### src/design/ffcd_pkg.sv
// ffcd_pkg: shared types and constants of the fixed frame command decoder.
// Standalone; used by ffcd_decode, ffcd_out_buf and fixed_frame_command_decoder.

package ffcd_pkg;

    // frame layout: head, command, data one, data two, tail
    localparam int unsigned FRAME_LEN  = 5;
    localparam int unsigned POS_W      = $clog2(FRAME_LEN);
    localparam int unsigned BODY_LEN   = FRAME_LEN - 2;
    localparam int unsigned BODY_IDX_W = $clog2(BODY_LEN);
    localparam int unsigned NUM_EVENTS = 5;

    localparam logic [7:0] DATA_EVENT = 8'hAA;
    localparam logic [7:0] DATA_MARK2 = 8'h22;
    localparam logic [7:0] DATA_MARK3 = 8'h33;

    // register reset values
    localparam logic [7:0] HEAD_RST     = 8'hEE;
    localparam logic [7:0] TAIL_RST     = 8'hFF;
    localparam logic [7:0] STRAIGHT_RST = 8'h01;
    localparam logic [7:0] ARC_RST      = 8'h02;
    localparam logic [7:0] FOUND_RST    = 8'h03;
    localparam logic [7:0] LOST_RST     = 8'h04;
    localparam logic [7:0] CORNER_RST   = 8'h05;
    localparam logic [7:0] MARKER_RST   = 8'h06;

    typedef enum logic [2:0] {
        CFG_HEAD     = 3'd0,
        CFG_TAIL     = 3'd1,
        CFG_STRAIGHT = 3'd2,
        CFG_ARC      = 3'd3,
        CFG_FOUND    = 3'd4,
        CFG_LOST     = 3'd5,
        CFG_CORNER   = 3'd6,
        CFG_MARKER   = 3'd7
    } cfg_idx_t;

    typedef enum logic [1:0] {
        ACT_BYTE    = 2'd0,
        ACT_CONSUME = 2'd1,
        ACT_FETCH   = 2'd2,
        ACT_STATUS  = 2'd3
    } action_t;

    typedef enum logic [3:0] {
        KIND_NONE     = 4'd0,
        KIND_INVALID  = 4'd1,
        KIND_STRAIGHT = 4'd2,
        KIND_ARC      = 4'd3,
        KIND_FOUND    = 4'd4,
        KIND_LOST     = 4'd5,
        KIND_CORNER   = 4'd6,
        KIND_MARK2    = 4'd7,
        KIND_MARK3    = 4'd8
    } kind_t;

    // command codes as programmed
    typedef struct packed {
        logic [7:0] straight;
        logic [7:0] arc;
        logic [7:0] found;
        logic [7:0] lost;
        logic [7:0] corner;
        logic [7:0] marker;
    } codes_t;

    // one result beat
    typedef struct packed {
        logic                  frame_done;
        kind_t                 kind;
        logic [7:0]            command;
        logic [7:0]            data_one;
        logic [7:0]            data_two;
        logic                  new_frame;
        logic [NUM_EVENTS-1:0] events;
        logic                  taken;
    } result_t;

endpackage

### src/design/ffcd_decode.sv
// ffcd_decode: message kind decode from command and data bytes.
// Depends on ffcd_pkg (codes_t, kind_t, data patterns).

module ffcd_decode
(
    input  ffcd_pkg::codes_t                     codes,
    input  logic [7:0]                           command,
    input  logic [7:0]                           data_one,
    input  logic [7:0]                           data_two,
    output ffcd_pkg::kind_t                      kind,
    output logic [ffcd_pkg::NUM_EVENTS-1:0]      event_set
);

    logic is_event;
    logic is_mark2;
    logic is_mark3;

    assign is_event = (data_one == ffcd_pkg::DATA_EVENT) && (data_two == ffcd_pkg::DATA_EVENT);
    assign is_mark2 = (data_one == ffcd_pkg::DATA_MARK2) && (data_two == ffcd_pkg::DATA_MARK2);
    assign is_mark3 = (data_one == ffcd_pkg::DATA_MARK3) && (data_two == ffcd_pkg::DATA_MARK3);

    // first matching code wins
    always_comb
    begin
        kind = ffcd_pkg::KIND_INVALID;
        if (command == codes.straight)
        begin
            kind = ffcd_pkg::KIND_STRAIGHT;
        end
        else if (command == codes.arc)
        begin
            kind = ffcd_pkg::KIND_ARC;
        end
        else if (command == codes.found)
        begin
            kind = is_event ? ffcd_pkg::KIND_FOUND : ffcd_pkg::KIND_INVALID;
        end
        else if (command == codes.lost)
        begin
            kind = is_event ? ffcd_pkg::KIND_LOST : ffcd_pkg::KIND_INVALID;
        end
        else if (command == codes.corner)
        begin
            kind = is_event ? ffcd_pkg::KIND_CORNER : ffcd_pkg::KIND_INVALID;
        end
        else if (command == codes.marker)
        begin
            if (is_mark2)
            begin
                kind = ffcd_pkg::KIND_MARK2;
            end
            else if (is_mark3)
            begin
                kind = ffcd_pkg::KIND_MARK3;
            end
        end
    end

    always_comb
    begin
        event_set = '0;
        unique case (kind)
            ffcd_pkg::KIND_FOUND:  event_set[0] = 1'b1;
            ffcd_pkg::KIND_LOST:   event_set[1] = 1'b1;
            ffcd_pkg::KIND_CORNER: event_set[2] = 1'b1;
            ffcd_pkg::KIND_MARK2:  event_set[3] = 1'b1;
            ffcd_pkg::KIND_MARK3:  event_set[4] = 1'b1;
            default:               event_set = '0;
        endcase
    end

endmodule

### src/design/ffcd_out_buf.sv
// ffcd_out_buf: result register with one skid entry on the output channel.
// Depends on ffcd_pkg (result_t).

module ffcd_out_buf
(
    input  logic              clk,
    input  logic              rst_n,
    input  logic              push,
    input  ffcd_pkg::result_t push_data,
    output logic              full,
    output logic              out_valid,
    input  logic              out_stall,
    output ffcd_pkg::result_t out_data
);

    logic              out_valid_reg;
    ffcd_pkg::result_t out_data_reg;
    logic              skid_valid_reg;
    ffcd_pkg::result_t skid_data_reg;
    logic              out_free;

    assign out_free  = !out_valid_reg || !out_stall;
    assign full      = skid_valid_reg;
    assign out_valid = out_valid_reg;
    assign out_data  = out_data_reg;

    always_ff @(posedge clk or negedge rst_n)
    begin
        if (!rst_n)
        begin
            out_valid_reg  <= 1'b0;
            skid_valid_reg <= 1'b0;
        end
        else if (out_free)
        begin
            if (skid_valid_reg)
            begin
                out_valid_reg  <= 1'b1;
                skid_valid_reg <= 1'b0;
            end
            else
            begin
                out_valid_reg <= push;
            end
        end
        else if (push)
        begin
            skid_valid_reg <= 1'b1;
        end
    end

    always_ff @(posedge clk)
    begin
        if (out_free)
        begin
            if (skid_valid_reg)
            begin
                out_data_reg <= skid_data_reg;
            end
            else if (push)
            begin
                out_data_reg <= push_data;
            end
        end
        else if (push)
        begin
            skid_data_reg <= push_data;
        end
    end

endmodule

### src/design/fixed_frame_command_decoder.sv
// fixed_frame_command_decoder: top level, deframing state, event flags, config registers.
// Depends on ffcd_pkg, ffcd_decode and ffcd_out_buf.
//
//  channel | signals                                  | beat taken when
//  --------+------------------------------------------+-----------------------
//  in      | in_valid in_stall action rx_data          | in_valid && !in_stall
//          | event_select                              |
//  out     | out_valid out_stall frame_done msg_kind   | out_valid && !out_stall
//          | command data_one data_two pixel_offset    |
//          | angle_offset new_frame event_flags        |
//          | taken_value                               |
//  cfg     | cfg_write cfg_index cfg_data              | cfg_write
//
// One beat in, one beat out; a new input beat is taken every cycle while in_stall is low.
// Frame state and flags update at the input edge; the result is registered at that
// edge into the output register, or into the skid while it is stalled. The one-entry skid behind that register keeps
// the input open for one more beat while out_stall holds; in_stall rises only
// when both are full. Reset clears frame position, saved message, flags and
// loads the default head, tail and command codes.

module fixed_frame_command_decoder
(
    input  logic                 clk,
    input  logic                 rst_n,

    // configuration
    input  logic                 cfg_write,
    input  logic [2:0]           cfg_index,
    input  logic [7:0]           cfg_data,

    // input channel
    input  logic                 in_valid,
    output logic                 in_stall,
    input  logic [1:0]           action,
    input  logic [7:0]           rx_data,
    input  logic [2:0]           event_select,

    // output channel
    output logic                 out_valid,
    input  logic                 out_stall,
    output logic                 frame_done,
    output logic [3:0]           msg_kind,
    output logic [7:0]           command,
    output logic [7:0]           data_one,
    output logic [7:0]           data_two,
    output logic signed [7:0]    pixel_offset,
    output logic signed [7:0]    angle_offset,
    output logic                 new_frame,
    output logic [4:0]           event_flags,
    output logic                 taken_value
);

    localparam int unsigned POS_W = ffcd_pkg::POS_W;
    localparam int unsigned IDX_W = ffcd_pkg::BODY_IDX_W;
    localparam int unsigned NEV   = ffcd_pkg::NUM_EVENTS;

    // ------------------------------------------------------------------
    // configuration registers
    // ------------------------------------------------------------------
    logic [7:0]       head_reg;
    logic [7:0]       tail_reg;
    ffcd_pkg::codes_t codes_reg;

    always_ff @(posedge clk or negedge rst_n)
    begin
        if (!rst_n)
        begin
            head_reg        <= ffcd_pkg::HEAD_RST;
            tail_reg        <= ffcd_pkg::TAIL_RST;
            codes_reg       <= '{straight: ffcd_pkg::STRAIGHT_RST,
                                 arc:      ffcd_pkg::ARC_RST,
                                 found:    ffcd_pkg::FOUND_RST,
                                 lost:     ffcd_pkg::LOST_RST,
                                 corner:   ffcd_pkg::CORNER_RST,
                                 marker:   ffcd_pkg::MARKER_RST};
        end
        else if (cfg_write)
        begin
            unique case (ffcd_pkg::cfg_idx_t'(cfg_index))
                ffcd_pkg::CFG_HEAD:     head_reg         <= cfg_data;
                ffcd_pkg::CFG_TAIL:     tail_reg         <= cfg_data;
                ffcd_pkg::CFG_STRAIGHT: codes_reg.straight <= cfg_data;
                ffcd_pkg::CFG_ARC:      codes_reg.arc      <= cfg_data;
                ffcd_pkg::CFG_FOUND:    codes_reg.found    <= cfg_data;
                ffcd_pkg::CFG_LOST:     codes_reg.lost     <= cfg_data;
                ffcd_pkg::CFG_CORNER:   codes_reg.corner   <= cfg_data;
                ffcd_pkg::CFG_MARKER:   codes_reg.marker   <= cfg_data;
                default:                head_reg         <= head_reg;
            endcase
        end
    end

    // ------------------------------------------------------------------
    // frame and message state
    // ------------------------------------------------------------------
    logic [POS_W-1:0]      pos_reg,      pos_next;
    logic [7:0]            body_reg [ffcd_pkg::BODY_LEN];
    logic                  body_we;
    logic [IDX_W-1:0]      body_idx;
    ffcd_pkg::kind_t       kind_reg,     kind_next;
    logic [7:0]            cmd_reg,      cmd_next;
    logic [7:0]            d1_reg,       d1_next;
    logic [7:0]            d2_reg,       d2_next;
    logic                  fresh_reg,    fresh_next;
    logic [NEV-1:0]        events_reg,   events_next;

    logic                  accept;
    logic                  buf_full;
    logic                  done;
    logic                  taken;
    ffcd_pkg::kind_t       dec_kind;
    logic [NEV-1:0]        dec_events;
    ffcd_pkg::result_t     result;
    ffcd_pkg::result_t     out_data;

    assign in_stall = buf_full;
    assign accept   = in_valid && !buf_full;
    assign body_idx = IDX_W'(pos_reg - POS_W'(1));

    // decode looks at the stored body; it is only used on the tail byte,
    // by which time all three entries hold this frame's bytes
    ffcd_decode u_decode
    (
        .codes     (codes_reg),
        .command   (body_reg[0]),
        .data_one  (body_reg[1]),
        .data_two  (body_reg[2]),
        .kind      (dec_kind),
        .event_set (dec_events)
    );

    always_comb
    begin
        pos_next    = pos_reg;
        kind_next   = kind_reg;
        cmd_next    = cmd_reg;
        d1_next     = d1_reg;
        d2_next     = d2_reg;
        fresh_next  = fresh_reg;
        events_next = events_reg;
        body_we     = 1'b0;
        done        = 1'b0;
        taken       = 1'b0;

        unique case (ffcd_pkg::action_t'(action))
            ffcd_pkg::ACT_BYTE:
            begin
                if (pos_reg == '0)
                begin
                    // idle: only the head byte opens a frame
                    if (rx_data == head_reg)
                    begin
                        pos_next = POS_W'(1);
                    end
                end
                else if (pos_reg < POS_W'(ffcd_pkg::FRAME_LEN - 1))
                begin
                    body_we  = 1'b1;
                    pos_next = pos_reg + POS_W'(1);
                end
                else
                begin
                    // tail: a bad tail drops the frame silently
                    pos_next = '0;
                    if (rx_data == tail_reg)
                    begin
                        cmd_next    = body_reg[0];
                        d1_next     = body_reg[1];
                        d2_next     = body_reg[2];
                        kind_next   = dec_kind;
                        events_next = events_reg | dec_events;
                        fresh_next  = (dec_kind != ffcd_pkg::KIND_INVALID);
                        done        = fresh_next;
                    end
                end
            end
            ffcd_pkg::ACT_CONSUME:
            begin
                // selectors past the last flag do nothing
                if (event_select < 3'(NEV))
                begin
                    taken                     = events_reg[event_select];
                    events_next[event_select] = 1'b0;
                end
            end
            ffcd_pkg::ACT_FETCH:
            begin
                taken      = fresh_reg;
                fresh_next = 1'b0;
            end
            ffcd_pkg::ACT_STATUS:
            begin
                taken = 1'b0;
            end
            default:
            begin
                taken = 1'b0;
            end
        endcase
    end

    always_ff @(posedge clk or negedge rst_n)
    begin
        if (!rst_n)
        begin
            pos_reg    <= '0;
            kind_reg   <= ffcd_pkg::KIND_NONE;
            cmd_reg    <= '0;
            d1_reg     <= '0;
            d2_reg     <= '0;
            fresh_reg  <= 1'b0;
            events_reg <= '0;
        end
        else if (accept)
        begin
            pos_reg    <= pos_next;
            kind_reg   <= kind_next;
            cmd_reg    <= cmd_next;
            d1_reg     <= d1_next;
            d2_reg     <= d2_next;
            fresh_reg  <= fresh_next;
            events_reg <= events_next;
        end
    end

    // frame body bytes, no reset: each is written before the tail reads it
    always_ff @(posedge clk)
    begin
        if (accept && body_we)
        begin
            body_reg[body_idx] <= rx_data;
        end
    end

    // ------------------------------------------------------------------
    // result beat: state after this item's update
    // ------------------------------------------------------------------
    assign result = '{frame_done: done,
                      kind:       kind_next,
                      command:    cmd_next,
                      data_one:   d1_next,
                      data_two:   d2_next,
                      new_frame:  fresh_next,
                      events:     events_next,
                      taken:      taken};

    ffcd_out_buf u_out_buf
    (
        .clk       (clk),
        .rst_n     (rst_n),
        .push      (accept),
        .push_data (result),
        .full      (buf_full),
        .out_valid (out_valid),
        .out_stall (out_stall),
        .out_data  (out_data)
    );

    assign frame_done   = out_data.frame_done;
    assign msg_kind     = out_data.kind;
    assign command      = out_data.command;
    assign data_one     = out_data.data_one;
    assign data_two     = out_data.data_two;
    assign pixel_offset = signed'(out_data.data_one);
    assign angle_offset = signed'(out_data.data_two);
    assign new_frame    = out_data.new_frame;
    assign event_flags  = out_data.events;
    assign taken_value  = out_data.taken;

endmodule

### config.mk
export PLATFORM = sky130hd
export DESIGN_NAME = fixed_frame_command_decoder
export DESIGN_NICKNAME = d
export VERILOG_FILES = /design/src/design/ffcd_pkg.sv /design/src/design/ffcd_decode.sv /design/src/design/ffcd_out_buf.sv /design/src/design/fixed_frame_command_decoder.sv
export SDC_FILE = /design/constraint.sdc
export NUM_CORES = 1
export LEC_CHECK = 0
export BUFFER_PORTS_ARGS = -buffer_cell sky130_fd_sc_hd__buf_2
export CAP_MARGIN = 40
export CORE_MARGIN = 5
export CORE_UTILIZATION = 62
export CTS_CLUSTER_DIAMETER = 200
export DETAILED_ROUTE_END_ITERATION = 10
export PLACE_DENSITY = 0.81
export RECOVER_POWER = 100
export SYNTH_ARGS = -nofsm -noshare
export SYNTH_HDL_FRONTEND = slang
export SYNTH_SLANG_ARGS = --single-unit
### constraint.sdc
create_clock -name clk -period 4.5 [get_ports clk]
set_input_delay 0 -clock clk [delete_from_list [all_inputs] [get_ports clk]]
set_output_delay 0 -clock clk [all_outputs]
set_load 0.01 [all_outputs]
; After elaboration in Yosys (flattened, before gate mapping)
; Memory sizes are Yosys's and may differ from the RTL's.
; Index checks and enable logic that the tools add are counted.
[word_totals]
ff_bits = 175
ram_bits = 24
output_inout_bits = 54
wordCells = 164
memories = 1
[op_classes]
addsub = 2
n_lt_le_gt_ge = 4
eq_ne = 30
mux = 64
bitwise = 4
reduce_logical = 26
[mem_list]
columns = memory, depth, word_bits, rd, rd_clocked_by_memory_dff, write_ports, line
row1 = body_reg, 3, 8, 3, 0, 1, fixed_frame_command_decoder.sv:97  ; logic [7:0] body_reg [ffcd_pkg::BODY_LEN];
[ops]
columns = op, n
row1 = $mux W8, 12
row2 = $mux W36, 2
row3 = $eq A8 B8 Y1, 8
row4 = $mux W4, 12
row5 = $eq A8 B6 Y1 const B, 4
row6 = $mux W1, 23
row7 = $mux W5, 4
row8 = $reduce_and A2 Y1, 10
row9 = $mux W3, 6
row10 = $eq A4 B3 Y1 const B, 4
row11 = $eq A8 B8 Y1 const B, 2
row12 = $eq A3 B3 Y1 const B, 4
row13 = $pmux W5 S2, 1
row14 = $eq A3 B2 Y1 const B, 2
row15 = $logic_and A1 B1 Y1, 6
row16 = $logic_not A3 Y1, 2
row17 = $lt A3 B3 Y1 const B, 2
row18 = $and A5 B5 Y5, 1
row19 = $not A5 Y5, 1
row20 = $or A5 B5 Y5, 1
row21 = $eq A4 B4 Y1 const B, 1
row22 = $lt A3 B4 Y1 const B, 1
row23 = $ne A4 B1 Y1 const B, 1
row24 = $pmux W1 S2, 2
row25 = 15 further kinds, 18

; Longest topological paths before layout
; An unclocked memory read counts as a cell.
[logic_depth]
depth_word = 20
depth_mapped = 9
ltp_nobuf = 8

; Hierarchy
; A second synthesis with hierarchy kept.
[unflattened]
cells_unflattened = 608
area_unflattened_um2 = 9349.0
[modules_own_cells]
columns = module, instances, cells_per_inst, area_per_inst_um2, seq_area_each_um2
row1 = fixed_frame_command_decoder, 1, 381, 5816.8, 3276.9
row2 = ffcd_out_buf, 1, 118, 2715.1, 2212.1
row3 = ffcd_decode, 1, 109, 817.0, 0.0

; Least setup slack after synthesis
; No wires, ideal clock.
[synth_path]
path_type = reg2reg
start = reg u_out_buf.skid_valid_reg (netlist: u_out_buf.full)
end = reg u_out_buf.out_data_reg (netlist bit u_out_buf.out_data[0]), enable pin
setup_time_ps = 441
arrival_ps = 2692
t_required_ps = 4059
slack_ps = 1367
path_stages_with_launch = 5
path_buffers = 2
cell_sequence = dfrtp_1 -> buf_2 -> clkbuf_1 -> nor2_1 -> a21oi_1
[synth_via]
elab_chain_len = 4
[synth_rtl]
columns = item, line
row1 = from (decl), ffcd_out_buf.sv:18  ; logic skid_valid_reg;
row2 = from (signal assigned), ffcd_out_buf.sv:32  ; skid_valid_reg <= 1'b0;
row3 = from (signal assigned), ffcd_out_buf.sv:39  ; skid_valid_reg <= 1'b0;
row4 = from (signal assigned), ffcd_out_buf.sv:48  ; skid_valid_reg <= 1'b1;
row5 = $logic_not A1 Y1, fixed_frame_command_decoder.sv:117  ; assign accept = in_valid && !buf_full;
row6 = $logic_and A1 B1 Y1, fixed_frame_command_decoder.sv:117
row7 = $reduce_bool A2 Y1 (no source line) *, --
row8 = $reduce_and A2 Y1 (no source line) *, --
row9 = to (signal assigned), ffcd_out_buf.sv:58  ; out_data_reg <= skid_data_reg;
row10 = to (signal assigned), ffcd_out_buf.sv:62  ; out_data_reg <= push_data;
row11 = to (decl), ffcd_out_buf.sv:17  ; ffcd_pkg::result_t out_data_reg;
; Mark *: on every way between the ends. The rest lies on a longest branch, timed or not.
; A chain may end at the register's enable or synchronous reset.

; Final worst setup path
[layout_path]
start = reg u_out_buf.skid_valid_reg (netlist: u_out_buf.full)
end = reg u_out_buf.skid_data_reg[20] in the netlist's numbering, enable pin
[layout_via]
elab_chain_len = 3
[layout_rtl]
columns = item, line
row1 = $logic_not A1 Y1, fixed_frame_command_decoder.sv:117
row2 = $logic_and A1 B1 Y1, fixed_frame_command_decoder.sv:117
row3 = $reduce_and A2 Y1 (no source line), --
row4 = to (signal assigned), ffcd_out_buf.sv:67  ; skid_data_reg <= push_data;
row5 = to (decl), ffcd_out_buf.sv:19  ; ffcd_pkg::result_t skid_data_reg;
; No other way between the ends.

==> run_results.csv <==
group,metric,value,unit
synth,ys_types,51,
detailed_routing,antenna_left,0,
die,die_x,130.7,um
cells_and_area,nNetsFinal,816,
clock_tree,cts_tree,"built",
timing,hold_viol,0,
run_status,outcome,"complete, but fails checks",
clock_tree,root_buffer,"clkbuf_16",
grt,grt_pass1_vias,5910,
detailed_routing,drc,0,
timing,period_minus_slack,3.558,ns
power,peakVddDrop,0.2729,mV
detailed_routing,via_count,5696,
power,p_switching,1.141,mW
worst_setup_path,startpoint_type,"flop",
timing,setup_violations,0,
worst_setup_path,crit_fanout,45,
placement,dp_slack,1.389,ns
synth,ys_dominant_reg_cell,"edfxtp_1",
clock_tree,clkLatencyLatePin,0.44,ns
power,p_total,4.359,mW
cells_and_area,post-route-util,71.37,%
synth,yosysSeqAreaShare,60.74,%
worst_setup_path,crit_required,4.64,ns
detailed_routing,wire_per_inst,19.84,um
detailed_routing,dr.pass1.iters,5,
cells_and_area,fill_cells,1013,
grt,grt_overflow,0,
grt,grt_max_degree,69,
timing,max_freq,281.1,MHz
power,p_comb_share,13.5,%
placement,place_congestion,0.8825,
cells_and_area,antenna-diode-count,0,
detailed_routing,drt-initial-drc-count,486,
worst_setup_path,slowest_delay,1.59,ns
synth,synth_edf_count,96,
min_path,worstHoldPathType,"in -> reg",
power,powerDensity,423.4,mW/mm2
synth,synth.cell_area,0.009036,mm2
worst_setup_path,cp-end-kind,"flop",
die,coreArea,0.01442,mm2
timing,rsz0062_at_grt,"no",
timing,fin_ws,0.9421,ns
cells_and_area,stdcell_count,977,
synth,synth_fp_nets,721,
cells_and_area,regArea,0.005489,mm2
cells_and_area,area_delta_synth_final,13.93,%
min_path,hp-start,"event_select[1]",
grt,grt_util_all_layers,24.26,%
flow_run,cap_violations,2,
cells_and_area,multi_input_area,0.003309,mm2
synth,synth_area_per_cell,13.19,um2
worst_setup_path,cp_cell_sequence,"clkbuf_1 -> nand2b_1 -> clkbuf_2 -> nor2_1 -> buf_4",
synth,synthArstFlopShare,51.76,%
synth,synth-seq-cells,199,
timing,tightest_slew,2.249,ns
synth,synth_warnings,0,
cells_and_area,drive_gt1_share,22.19,%
power,p_sw_share,26.17,%
cells_and_area,final_cell_mix,"nand2_1 (101), mux2_2 (97), edfxtp_1 (96), dfrtp_1 (80), clkbuf_1 (72)",
timing,slew-limit-headroom,-49.97,%
power,clkPwrFrac,33.9,%
die,io_pins,83,
clock_tree,clock_path_buffers,2,
die,start_util,62.65,%
die,die_h,130.7,um
placement,portBuffers,82,
power,p_int,3.218,mW
detailed_routing,via_per_inst,5.830,
worst_setup_path,r2r-start,"u_out_buf.full$_DFFE_PN0P_",
worst_setup_path,cp.arrival,3.70,ns
timing,finalCritPeriodShare,79.07,%
worst_setup_path,path_class,"reg -> reg",
timing,skew,0.01013,ns
power,power.leakage,4.088,nW
die,die_area,0.01709,mm2
clock_tree,numCtsBuffers,17,
clock_tree,h-tree-depth,4,
placement,dp_hpwl,13.45,mm
cells_and_area,largest_register_ffs,48,
worst_setup_path,slowest_stage,"clkbuf_1",
grt,antenna_found_initial,0,
detailed_routing,totalWireLength,19.39,mm
worst_setup_path,crit_start,"u_out_buf.full$_DFFE_PN0P_",
cells_and_area,final_common_cell,"nand2_1",
timing,slew_viol_final,79,
run_status,failed_checks,"capacitance limit, slew limit",
power,p_seq_share,52.5,%
grt,grt_pass1_wl,31.24,mm
placement,placed_cells,922,
die,row_count,44,
timing,setup-tns-final,0,ns
clock_tree,clk_pin_slew_worst_paths,0.07,ns
clock_tree,clkSinkCount,199,
clock_tree,post_cts_resized,0,
synth,syn_inst,685,
==> through the flow <==
stage	hold WS, ns	area [um2]
3_3_place_gp	0.1744	9527
2_1_floorplan	-0.2956	9036
6_report	0.04701	10290
3_5_place_dp	-0.1837	9612
5_1_grt	0.05593	10290
4_1_cts	0.02373	10410
==> final cells by class <==
| cell class | count | area share, % |
|---|---|---|
| sequential | 199 | 53.32 |
| clock inverter | 14 | 1.386 |
| clock buffer | 18 | 4.169 |
| tap | 184 | 2.236 |
| timing repair buffer | 119 | 6.526 |
| multi-input combinational | 437 | 32.15 |
| inverter | 6 | 0.2188 |
==> critical path, delay by kind of cell, from the launching register on <==
kind / cells / cell delay, ns
buf+inv: 3 / 2.48
flops: 1 / 0.34
simple gates: 2 / 0.38
==> timing repair <==
item | 4_1_cts | 5_1_grt
hold endpoints to repair | 192 | 0
hold buffers | 23 | 0
buffers inserted | 0 | 0
==> kinds of logic after synthesis <==
group / count (synthesis) / synth area share, %
fa+ha+maj: 7 / 0.9692
mux: 123 / 15.44
compound gates: 46 / 3.309
buf+inv: 49 / 2.714
simple gates: 197 / 10.62
xor+xnor: 64 / 6.203
flops: 199 / 60.74
==> power groups by stage <==
stage	combinational (mW)	clock, mW	sequential [mW]
CTS	0.607	1.50	2.29
detailed placement	0.589	0	2.33
global route	0.652	1.59	2.31
floorplan	0.416	0	2.30
finish	0.589	1.48	2.29
global placement	0.551	0	2.31
==> synthesized netlist by cell type (2+ instances only) <==
cell	instances	area, um2
mux2_2	121	1363
nand2_1	101	379.1
edfxtp_1	96	2883
dfrtp_1	80	2002
xnor2_1	46	402.9
clkbuf_1	26	97.59
dfstp_2	23	604.3
nor2_1	22	82.58
xor2_1	18	157.7
nand4_1	17	106.4
buf_4	16	120.1
o21ai_0	16	80.08
a21oi_1	9	45.04
nor3_1	8	40.04
ha_1	7	87.58
inv_1	6	22.52
nand2b_1	6	37.54
nor2b_1	6	37.54
nor4_1	6	37.54
and2_1	4	25.02
nand3_1	4	20.02
nor3b_1	4	30.03
or4_1	4	30.03
nand4b_1	3	26.28
o31ai_1	3	22.52
a21o_1	2	15.01
a22oi_1	2	15.01
and4_1	2	17.52
nand2_2	2	12.51
o211ai_1	2	15.01
o21a_1	2	15.01
or4_4	2	22.52
==> path summary, 6_finish.rpt <==
kind	end	slack (ns)	cells past startpoint
setup / recovery	u_out_buf.skid_data_reg[20]$_DFFE_PP_	0.94	5
hold / removal	u_out_buf.skid_data_reg[2]$_DFFE_PP_	0.05	3
setup reg to reg	u_out_buf.skid_data_reg[20]$_DFFE_PP_	0.94	5
hold reg to reg	cmd_reg[6]$_DFFE_PN0P_	0.48	2
max in group asynchronous	d2_reg[1]$_DFFE_PN0P_	2.61	3
min in group asynchronous	codes_reg[43]$_DFFE_PN0P_	0.25	3
==> routing by layer <==
layer	GRT usage (%)	up-vias	routed length, um	part of all wire [%]
met4	7.562	0	350	1.8
met3	4.512	34	1128	5.8
met1	33.00	2862	8229	42
met2	40.11	174	9677	50
li1	-	2626	-	-
met5	0	-	0	0
No activity file was read; power rests on OpenSTA's default activity.
